`config.mk`:
```
export PLATFORM = sky130hd
export DESIGN_NAME = plig_ctrl
export DESIGN_NICKNAME = d
export VERILOG_FILES = /design/src/sv/plig_pkg.sv /design/src/sv/plig_ctrl.sv
export SDC_FILE = /design/constraint.sdc
export NUM_CORES = 1
export LEC_CHECK = 0
export ABC_AREA = 1
export BUFFER_PORTS_ARGS = -buffer_cell sky130_fd_sc_hd__buf_2
export CAP_MARGIN = 10
export CORE_AREA = 4 4 41 43
export CTS_CLUSTER_SIZE = 20
export DETAILED_ROUTE_END_ITERATION = 7
export DIE_AREA = 0 0 45 47
export PLACE_DENSITY = 0.69
export SKIP_LAST_GASP = 1
export SLEW_MARGIN = 20
export SYNTH_ARGS = -nofsm -noshare
export SYNTH_HDL_FRONTEND = slang
export SYNTH_SLANG_ARGS = --single-unit
export TNS_END_PERCENT = 5
```
`constraint.sdc`:
```
create_clock -name clock -period 1.9 [get_ports clock]
set_clock_uncertainty 0.15 [all_clocks]
set_input_delay 0.095 -clock clock [delete_from_list [all_inputs] [get_ports clock]]
set_output_delay 0.095 -clock clock [all_outputs]
set_load 0.05 [all_outputs]
```
`src/sv/plig_pkg.sv`:
```
package plig_pkg;

   localparam int COUNT_BITS_DEF = 16;
   localparam int MAX_DIMS_DEF   = 3;
   localparam int NDIM           = 3;

   localparam int DATA_W    = 32;
   localparam int CNT_REG_W = 17;
   localparam int PI_W      = 8;
   localparam int PC_W      = 9;
   localparam int DIR_W     = 2;
   localparam int ORG_W     = 17;
   localparam int SIG_W     = 18;
   localparam int CSR_IDX_W = 3;

   localparam logic CMD_START   = 1'b0;
   localparam logic CMD_ADVANCE = 1'b1;

   localparam logic [DIR_W-1:0] SIG_NONE = 2'd3;

   localparam logic [CSR_IDX_W-1:0] REG_BASE     = 3'd0;
   localparam logic [CSR_IDX_W-1:0] REG_STRIDE_0 = 3'd1;
   localparam logic [CSR_IDX_W-1:0] REG_STRIDE_1 = 3'd2;
   localparam logic [CSR_IDX_W-1:0] REG_STRIDE_2 = 3'd3;
   localparam logic [CSR_IDX_W-1:0] REG_COUNT_0  = 3'd4;
   localparam logic [CSR_IDX_W-1:0] REG_COUNT_1  = 3'd5;
   localparam logic [CSR_IDX_W-1:0] REG_COUNT_2  = 3'd6;

   typedef enum logic [4:0] {
      ST_IDLE,
      ST_ADV,
      ST_TOT1,
      ST_TOT2,
      ST_NUMF,
      ST_DIVF,
      ST_WAITF,
      ST_NUML,
      ST_DIVL,
      ST_WAITL,
      ST_CHECK,
      ST_DIV2,
      ST_WAIT2,
      ST_DIV1,
      ST_WAIT1,
      ST_MAC0,
      ST_MAC1,
      ST_MAC2,
      ST_OUT
   } state_type;

   typedef enum logic [4:0] {
      OP_NONE,
      OP_LOAD,
      OP_ADV,
      OP_TOT1,
      OP_TOT2,
      OP_NUMF,
      OP_NUML,
      OP_DIVN,
      OP_SETF,
      OP_SETL,
      OP_CHECK,
      OP_DIV2,
      OP_SET2,
      OP_DIV1,
      OP_SET1,
      OP_MAC0,
      OP_MAC1,
      OP_MAC2,
      OP_OUT
   } op_type;

   typedef struct packed {
      logic div_done;
      logic range_empty;
      logic out_free;
   } dp_stat_type;

endpackage

```
`src/sv/plig_ctrl.sv`:
```
module plig_ctrl import plig_pkg::*; (
   input  logic        clock,
   input  logic        reset,
   input  logic        req_valid,
   input  logic        req_cmd,
   input  dp_stat_type stat,
   output logic        req_ready,
   output op_type      op
);

   state_type state_ff, state_in;

   always_ff @(posedge clock) begin
      if (reset) begin
         state_ff <= ST_IDLE;
      end else begin
         state_ff <= state_in;
      end
   end

   always_comb begin
      state_in  = state_ff;
      op        = OP_NONE;
      req_ready = 1'b0;
      case (state_ff)
         ST_IDLE: begin
            req_ready = 1'b1;
            if (req_valid) begin
               op       = OP_LOAD;
               state_in = (req_cmd == CMD_ADVANCE) ? ST_ADV : ST_TOT1;
            end
         end
         ST_ADV: begin
            op       = OP_ADV;
            state_in = ST_MAC0;
         end
         ST_TOT1: begin
            op       = OP_TOT1;
            state_in = ST_TOT2;
         end
         ST_TOT2: begin
            op       = OP_TOT2;
            state_in = ST_NUMF;
         end
         ST_NUMF: begin
            op       = OP_NUMF;
            state_in = ST_DIVF;
         end
         ST_DIVF: begin
            op       = OP_DIVN;
            state_in = ST_WAITF;
         end
         ST_WAITF: begin
            if (stat.div_done) begin
               op       = OP_SETF;
               state_in = ST_NUML;
            end
         end
         ST_NUML: begin
            op       = OP_NUML;
            state_in = ST_DIVL;
         end
         ST_DIVL: begin
            op       = OP_DIVN;
            state_in = ST_WAITL;
         end
         ST_WAITL: begin
            if (stat.div_done) begin
               op       = OP_SETL;
               state_in = ST_CHECK;
            end
         end
         ST_CHECK: begin
            op       = OP_CHECK;
            state_in = stat.range_empty ? ST_MAC0 : ST_DIV2;
         end
         ST_DIV2: begin
            op       = OP_DIV2;
            state_in = ST_WAIT2;
         end
         ST_WAIT2: begin
            if (stat.div_done) begin
               op       = OP_SET2;
               state_in = ST_DIV1;
            end
         end
         ST_DIV1: begin
            op       = OP_DIV1;
            state_in = ST_WAIT1;
         end
         ST_WAIT1: begin
            if (stat.div_done) begin
               op       = OP_SET1;
               state_in = ST_MAC0;
            end
         end
         ST_MAC0: begin
            op       = OP_MAC0;
            state_in = ST_MAC1;
         end
         ST_MAC1: begin
            op       = OP_MAC1;
            state_in = ST_MAC2;
         end
         ST_MAC2: begin
            op       = OP_MAC2;
            state_in = ST_OUT;
         end
         ST_OUT: begin
            if (stat.out_free) begin
               op       = OP_OUT;
               state_in = ST_IDLE;
            end
         end
         default: begin
            state_in = ST_IDLE;
         end
      endcase
   end

endmodule

```
==> results of run 1 <==
cells by family (layout without fill, tap and decap cells):
kind of cell,Yosys count,count (layout)
and+or+nand+nor,86,86
buffers and inverters,21,43
AOI/OAI and AO/OA,14,14
DFF,5,5
cell usage in the layout (no fill, tap or decap), drive strengths merged, types with 2 or more instances in the layout:
cell type,n
buf,16
dfxtp,5
nor2,27
nand2,42
nand3,8
o21ai,9
a21oi,2
clkbuf,5
inv,21
nand4,6
what timing repair did:
| item | in CTS | in global routing |
|---|---|---|
| setup buffers | 0 | 3 |
| gates resized for setup | 4 | 16 |
| endpoints found under the hold margin | 2 | 0 |
| pin swaps | 0 | 2 |
| hold buffers | 1 | 0 |
| setup endpoints to repair | 4 | 4 |
report_power, final:
group	leakage (nW)	switching, mW	internal, mW
Combinational	0.435	0.776	0.340
Sequential	0.0429	0.0407	0.148
Clock	0.0150	0.0409	0.0792
synthesized netlist by cell type (all sizes together):
library cell,instances
a22oi,1
inv,21
nand4,6
nor3b,1
nand2,42
o21ai,9
o211ai,1
nand3b,1
nor2,27
dfxtp,5
nor3,1
nand3,8
o2111ai,1
a21oi,2
routing by layer:
metal,share of wire [%],up-vias,GRT usage (%)
li1,-,448,-
met1,40,387,24.1
met2,49,47,30.8
met3,8.5,4,3.83
met4,2.3,0,12.3
met5,0,-,0
per-stage QoR:
step / total power, mW / util (%) / setup WS, ns
floorplan: 0.946 / - / 0.0443
finish: 1.42 / 64.4 / 0.114
CTS: 1.34 / 59.8 / -0.00763
global placement: 1.18 / 56.3 / 0.132
detailed placement: 1.18 / 56.3 / 0.145
global route: 1.54 / 64.4 / -0.00318
layout make-up:
class	count	area, um^2
fill	128	463
sequential	5	108
multi-input combinational	100	484
inverter	21	83.8
clock buffer	4	26.3
timing repair buffer	18	118
tap	15	18.8
critical path, stage by stage (launching register included):
cell       delay, ns
dfxtp_4         0.36
inv_2           0.05
nand2_1         0.08
nor2_4          0.16
nand2_1         0.12
inv_1           0.07
nor2_1          0.05
nand2_1         0.06
nand2_1         0.05
o2111ai_1       0.06
buf_4           0.23
worst paths after layout:
path | end | startpoint
worst max register to register | state_ff[1] | state_ff[2]
worst min-delay path | state_ff[4] | stat[0]
worst max-delay path | op[3] | state_ff[0]
worst min register to register | state_ff[1] | state_ff[1]
==> flow_summary.ini, run 1 <==
[status]
run_status = complete, no violations

[global_routing]
grt.overflow.total = 0
grt_pass1_wl_um = 2960
grt_max_degree = 8
grt_use_total_pct = 19.4
grt_pass1_vias = 738
antenna_found_initial = 0

[timing]
fmax_ghz = 0.560
worst_pin_slew_ns = 0.364
slew_viol_final = 0
hold_slack_ns = 0.0540
period_minus_slack_ns = 1.79
tns_ns = 0
finalCritPeriodShare_pct = 94.0
relSlewSlack_pct = 75.5
setup_violations = 0
hold_violations = 0

[placed_design]
portBuffers = 12
dp_hpwl_um = 1540
dp_cells = 155
dpl_cell_area_um2 = 732
gp_congestion = 0.998

[drt]
post-route-drc-count = 0
vias = 886
antenna_left = 0
drt_iter0_markers = 50
routed_via_density = 5.44
detail_route.wl_per_cell_um = 12.0
wl_um = 1960
drt_pre_antenna_iters = 4

[synth]
synth_fa_ha_area_share_pct = 0
ys_ff_latch = 5
synthSimpleGateAreaFrac_pct = 59.0
ys_types = 19
yosys_warnings = 0
synth.mux.area_fraction_pct = 0
synth_top_cell_area_share_pct = 24.1
synthXorXnorAreaFrac_pct = 0
seq_area_frac_synth_pct = 15.7
synth-compound-area-share_pct = 12.9
yosys.area.top_type = nand2_1
synthesis.nets = 133
synthTopCellsByArea = nand2_1, dfxtp_1, nor2_1
netlist_instances = 126
syn_avg_cell_area_um2 = 5.06
synth_area_um2 = 638
synth_top_family_by_area = simple AND/OR/NAND/NOR gates

[clock_network]
clockRootBuffer = clkbuf_4
cts-buffers-inserted = 3
htree_levels = 1
clock_latency_ns = 0.24
cts.sinks = 5
cts_tree = yes
clockBufferDepth = 2
clk_pin_slew_ns = 0.04

[cells_and_area]
syn_to_final_growth_pct = 31.4
n_antenna_cell = 0
top_register = state_ff
largest_reg_flops = 5
top_regs = state_ff (5)
drive_above_1_share_pct = 24.3
fin_nets = 156
fin_area_um2 = 838
final_cells = 163

[critical_path]
crit_path_end_kind = output pin
ff2ff_path_depth = 8
cp-start-kind = register
critPathMaxFanout = 7
path_class = reg2out
r2r_setup_slack_ns = 0.30
critical_path_arrival_ns = 1.54
required_ns = 1.65

[floorplanning]
die_w_um = 45
die_h_um = 47
io_pins = 13
start_util_pct = 49.0
rows = 13
fp.coreArea_um2 = 1300
fp.dieArea_um2 = 2120

[power_and_ir_drop]
power.static_leakage_nw = 0.492
ir_worst_vdd_mv = 0.794
power_density_nw_per_um2 = 1700

[min_path]
holdPathStages = 3
hold_class = in2reg

[flow_run]
drv_cap = 0
Note: power is estimated with default switching activity, not from simulation.
==> inputs of run 2 (changes only) <==
--- a/config.mk
+++ b/config.mk
@@ -8,11 +8,14 @@
 export ABC_AREA = 1
 export BUFFER_PORTS_ARGS = -buffer_cell sky130_fd_sc_hd__buf_2
 export CAP_MARGIN = 10
-export CORE_AREA = 4 4 41 43
+export CELL_PAD_IN_SITES_DETAIL_PLACEMENT = 0
+export CELL_PAD_IN_SITES_GLOBAL_PLACEMENT = 1
+export CORE_MARGIN = 4
+export CORE_UTILIZATION = 34
+export CTS_BUF_LIST = sky130_fd_sc_hd__clkbuf_16
 export CTS_CLUSTER_SIZE = 20
 export DETAILED_ROUTE_END_ITERATION = 7
-export DIE_AREA = 0 0 45 47
-export PLACE_DENSITY = 0.69
+export PLACE_DENSITY = 0.75
 export SKIP_LAST_GASP = 1
 export SLEW_MARGIN = 20
 export SYNTH_ARGS = -nofsm -noshare
==> run 2 against run 1 <==
  * Non-clock buffer count decreased by 1
  * Clock-buffer cell count decreased by 1
  * Hold slack improved by 0.0031 ns
  * Routed wire length increased by 3.7%
==> flow_summary.ini, run 2 (synthesis results as in run 1) <==
[floorplanning]
io_pins = 13
fp.coreArea_um2 = 1750
die_w_um = 51.3
start_util_pct = 36.6
fp.dieArea_um2 = 2630
die_h_um = 51.3
rows = 15

[timing]
hold_violations = 0
fmax_ghz = 0.541
finalCritPeriodShare_pct = 97.2
setup_violations = 0
relSlewSlack_pct = 75.9
grt_setup_unrepaired = true
setup_ws_ns = 0.0523
period_minus_slack_ns = 1.85
worst_pin_slew_ns = 0.359
hold_slack_ns = 0.0572
slew_viol_final = 0

[drt]
detail_route.wl_per_cell_um = 11.8
antenna_left = 0
vias = 869
drt_iter0_markers = 30
routed_via_density = 5.05
post-route-drc-count = 0
drt_pre_antenna_iters = 4
wl_um = 2030

[placed_design]
dp_slack_ns = 0.144
dp_hpwl_um = 1660
gp_congestion = 1.01
portBuffers = 12

[cells_and_area]
n_antenna_cell = 0
top_register = state_ff
top_regs = state_ff (5)
utilization_pct = 51.3
layout_commonest_cell = nand2_1
fin_nets = 155
syn_to_final_growth_pct = 40.4
largest_reg_flops = 5
final_cell_mix = nand2_1, nor2_1, inv_1
drive_above_1_share_pct = 25.9

[clock_network]
cts-buffers-inserted = 3
cts.sinks = 5
clock_latency_ns = 0.22
clockBufferDepth = 2
cts_tree = yes
clk_pin_slew_ns = 0.03
clockRootBuffer = clkbuf_16
htree_levels = 1

[power_and_ir_drop]
power.static_leakage_nw = 0.514
power_density_nw_per_um2 = 1820
ir_worst_vdd_mv = 1.19

[critical_path]
critPathMaxFanout = 6
ff2ff_path_depth = 8
critical_path_arrival_ns = 1.60
required_ns = 1.65
crit_path_end_kind = output pin
path_class = reg2out
cp-start-kind = register

[flow_run]
drv_cap = 0

[global_routing]
grt_use_total_pct = 17.0
grt_pass1_wl_um = 3380
antenna_found_initial = 0
grt.overflow.total = 0
grt_max_degree = 8
grt_pass1_vias = 780

[status]
run_status = complete, no violations

[min_path]
hold_class = in2reg
holdPathStages = 3
run 2: repair_timing:
item / 4_1_cts / 5_1_grt
resized for setup: 3 / 18
hold buffers: 1 / 0
setup buffers: 0 / 1
hold endpoints to repair: 2 / 0
gates cloned: 0 / 0
setup endpoints to repair: 4 / 4
pin swaps: 0 / 1
run 2: worst paths after layout:
path / start / end / slack [ns]
hold reg to reg: state_ff[1] / state_ff[1] / 0.47
setup / recovery: state_ff[4] / op[2] / 0.05
hold / removal: stat[0] / state_ff[4] / 0.06
setup reg to reg: state_ff[2] / state_ff[1] / 0.35
run 2: report_power, final:
group / switching [mW] / internal [mW]
Combinational: 0.781 / 0.333
Clock: 0.0628 / 0.272
Sequential: 0.0388 / 0.144
Total: 0.882 / 0.749
run 2: critical path: stages (launching register included):
cell and delay, ns:
dfxtp_2 0.38, inv_2 0.16, nand2_4 0.08, nor2_2 0.18
nand2_1 0.08, nand2_1 0.12, nor2_1 0.06, o211ai_1 0.07
clkbuf_4 0.25
run 2: layout make-up:
class                           instances  area (um^2)
Inverter                               21         78.8
Sequential cell                         5          105
Multi-Input combinational cell        100          492
Clock inverter                          1         3.75
Fill cell                             193          850
Clock buffer                            3         75.1
Tap cell                               25         31.3
Timing Repair Buffer                   17          110
run 2: per-stage QoR:
stage	TNS, ns	area, um^2	power [mW]	std cells
floorplan	0	638	0.946	126
global placement	0	752	1.20	166
detailed placement	0	752	1.19	166
CTS	-0.0580	851	1.56	171
global route	-0.0233	896	1.77	172
finish	0	896	1.63	172
run 2: per-layer routing:
layer | up-vias | GRT usage, % | share of wire, %
met5 | - | 0 | 0
met4 | 0 | 1.75 | 2.0
met3 | 6 | 6.41 | 8.0
met2 | 37 | 29.4 | 48
met1 | 384 | 20.6 | 42
li1 | 442 | - | -
==> inputs of run 3 (changes only) <==
--- a/config.mk
+++ b/config.mk
@@ -5,17 +5,16 @@
 export SDC_FILE = /design/constraint.sdc
 export NUM_CORES = 1
 export LEC_CHECK = 0
-export ABC_AREA = 1
 export BUFFER_PORTS_ARGS = -buffer_cell sky130_fd_sc_hd__buf_2
 export CAP_MARGIN = 10
 export CELL_PAD_IN_SITES_DETAIL_PLACEMENT = 0
 export CELL_PAD_IN_SITES_GLOBAL_PLACEMENT = 1
 export CORE_MARGIN = 4
-export CORE_UTILIZATION = 34
+export CORE_UTILIZATION = 35
 export CTS_BUF_LIST = sky130_fd_sc_hd__clkbuf_16
 export CTS_CLUSTER_SIZE = 20
 export DETAILED_ROUTE_END_ITERATION = 7
-export PLACE_DENSITY = 0.75
+export PLACE_DENSITY = 0.74
 export SKIP_LAST_GASP = 1
 export SLEW_MARGIN = 20
 export SYNTH_ARGS = -nofsm -noshare
==> run 3 against run 2 <==
  * Worst setup slack gained 0.055 ns
  * Cell area shrank 14%
  * Area after synthesis is 13% lower
  * Sequential power up 11%
  * Sequential cell count is the same
  * Critical path type unchanged
  * Critical endpoint is now op[0]
  * Largest cell class unchanged
==> flow_summary.ini, run 3 <==
[synth]
ys_ff_latch = 5
syn_avg_cell_area_um2 = 6.49
seq_area_frac_synth_pct = 17.9
ys.flop_type = dfxtp_1
synth_area_um2 = 558
yosys.area.top_type = dfxtp_1
yosys-top-cells-count = a21oi_1, nand2_1, nor2_1, o21ai_0
netlist_instances = 86
synthTopCellsByArea = dfxtp_1, a21oi_1, nand2_1
synth_top_cell_area_share_pct = 17.9
postSynth.asyncResetShare_pct = 0
synth_edf_count = 0
synthesis.nets = 93
yosys_warnings = 0
ys_types = 32

[power_and_ir_drop]
power.static_leakage_nw = 0.330
intPower_mw = 0.844
seqPwrFrac_pct = 12.0
swShare_pct = 49.9
switchingPower_mw = 0.842
ir_worst_vdd_mv = 1.22
p_total_mw = 1.69
clockPowerShare_pct = 19.8
power_density_nw_per_um2 = 2190
comb_power_share_pct = 68.2

[global_routing]
grt.overflow.total = 0
grt_use_met3_pct = 3.38
grt_pass1_wl_um = 2450
grt_max_degree = 18
antenna_found_initial = 0
grt_pass1_vias = 551
grt_busiest_layer = met1
met2_usage_pct = 21.1
met1_usage_pct = 21.4
grt_use_total_pct = 15.2

[floorplanning]
die_h_um = 47.9
fp.dieArea_um2 = 2300
die_w_um = 47.9
fp.coreArea_um2 = 1510
rows = 14
io_pins = 13
start_util_pct = 37.0

[placed_design]
dp_cells = 115
portBuffers = 12
gp_congestion = 0.801
dp_hpwl_um = 1100
dp_slack_ns = 0.121

[drt]
routed_via_density = 5.65
vias = 678
wl_um = 1510
drt_pre_antenna_iters = 4
post-route-drc-count = 0
antenna_left = 0
detail_route.wl_per_cell_um = 12.6
drt_iter0_markers = 14

[flow_run]
drv_cap = 0

[critical_path]
crit_buf_inv = 3
crit_path_end_kind = output pin
path_cells = buf_6, inv_1, o211ai_1, o21ai_0, mux2i_1, o22ai_2, buf_4
critical_path_arrival_ns = 1.55
critPathMaxFanout = 14
cpLargestDelayFamily = buffers and inverters
required_ns = 1.65
max_stage_delay_ns = 0.36
cp-start-kind = register
path_class = reg2out
cp_slowest_cell = dfxtp_1

[timing]
setup_violations = 0
slew_viol_final = 0
setup_ws_ns = 0.107
fmax_ghz = 0.558
finalCritPeriodShare_pct = 94.3
relSlewSlack_pct = 75.4
tns_ns = 0
worst_pin_slew_ns = 0.360
hold_violations = 0
period_minus_slack_ns = 1.79
grt_setup_unrepaired = true
hold_slack_ns = 0.204

[cells_and_area]
fin_nets = 112
n_antenna_cell = 0
final_cell_mix = nand2_1, a21oi_1, buf_2
top_regs = state_ff (5)
top_register = state_ff
syn_to_final_growth_pct = 37.9
drive_above_1_share_pct = 26.9
largest_reg_flops = 5
final_cells = 120

[clock_network]
htree_levels = 1
post_cts_buffers = 0
clockBufferDepth = 2
clockRootBuffer = clkbuf_16
clk_pin_slew_ns = 0.03
cts-buffers-inserted = 3
cts.sinks = 5
cts_tree = yes
clock_latency_ns = 0.22

[min_path]
hold_class = in2reg

[status]
run_status = complete, no violations
[run 3: cell types whose count changed in the layout (fill, tap and decap cells not counted), sizes merged, moves of 6 or more]
| cell | before | now |
|---|---|---|
| inv | 22 | 3 |
| buf | 14 | 20 |
| nor2 | 27 | 7 |
| nand2 | 42 | 10 |
| a21oi | 2 | 10 |
[run 3: stage by stage]
stage	util (%)	area, um^2
floorplan	-	564
global placement	44.5	671
detailed placement	44.5	671
CTS	50.5	761
global route	51.1	769
finish	51.1	769
[run 3: cell type report]
type / count / area, um^2
flip-flops and latches: 5 / 101
repair buffers: 22 / 146
clock buffers: 3 / 75.1
fillers: 160 / 737
inverters: 2 / 7.51
well taps: 16 / 20.0
multi-input cells: 71 / 415
clock inverters: 1 / 3.75
[run 3: power groups by stage]
stage	logic (mW)	clock network [mW]	registers (mW)
after floorplan	0.898	0	0.173
after global placement	1.12	0	0.197
after detailed placement	1.11	0	0.197
after CTS	1.12	0.342	0.199
after global routing	1.25	0.354	0.213
final	1.15	0.334	0.203
[run 3: per-layer routing]
layer  vias up  share of wire (%)
met1       307                 46
li1        345                  -
met5         -                  0
met4         0                1.4
met3         3                5.5
met2        23                 47
[run 3: logic make-up after synthesis]
group	Yosys count	synth area share, %
AOI/OAI and AO/OA	28	29.6
buffers and inverters	10	8.74
DFF	5	17.9
muxes	2	3.59
and+or+nand+nor	41	40.1
[run 3: worst paths after layout]
check / startpoint / endpoint / slack (ns) / depth (start not counted)
max: state_ff[0] / op[0] / 0.11 / 7
min reg2reg: state_ff[1] / state_ff[1] / 0.45 / 2
max reg2reg: state_ff[3] / state_ff[1] / 0.15 / 5
min: stat[0] / state_ff[4] / 0.20 / 4
[run 3: tightest hold or removal path: stages]
cell	delay [ns]
buf_2	0.11
o21ai_0	0.08
a31oi_1	0.19
nor2_1	0.05
[run 3: timing repair]
action                     4_1_cts  5_1_grt
resized for setup                1        4
hold buffers                     1        0
cloned                           0        0
hold endpoints to repair         5        0
pin swaps                        0        0
setup endpoints to repair        1        2
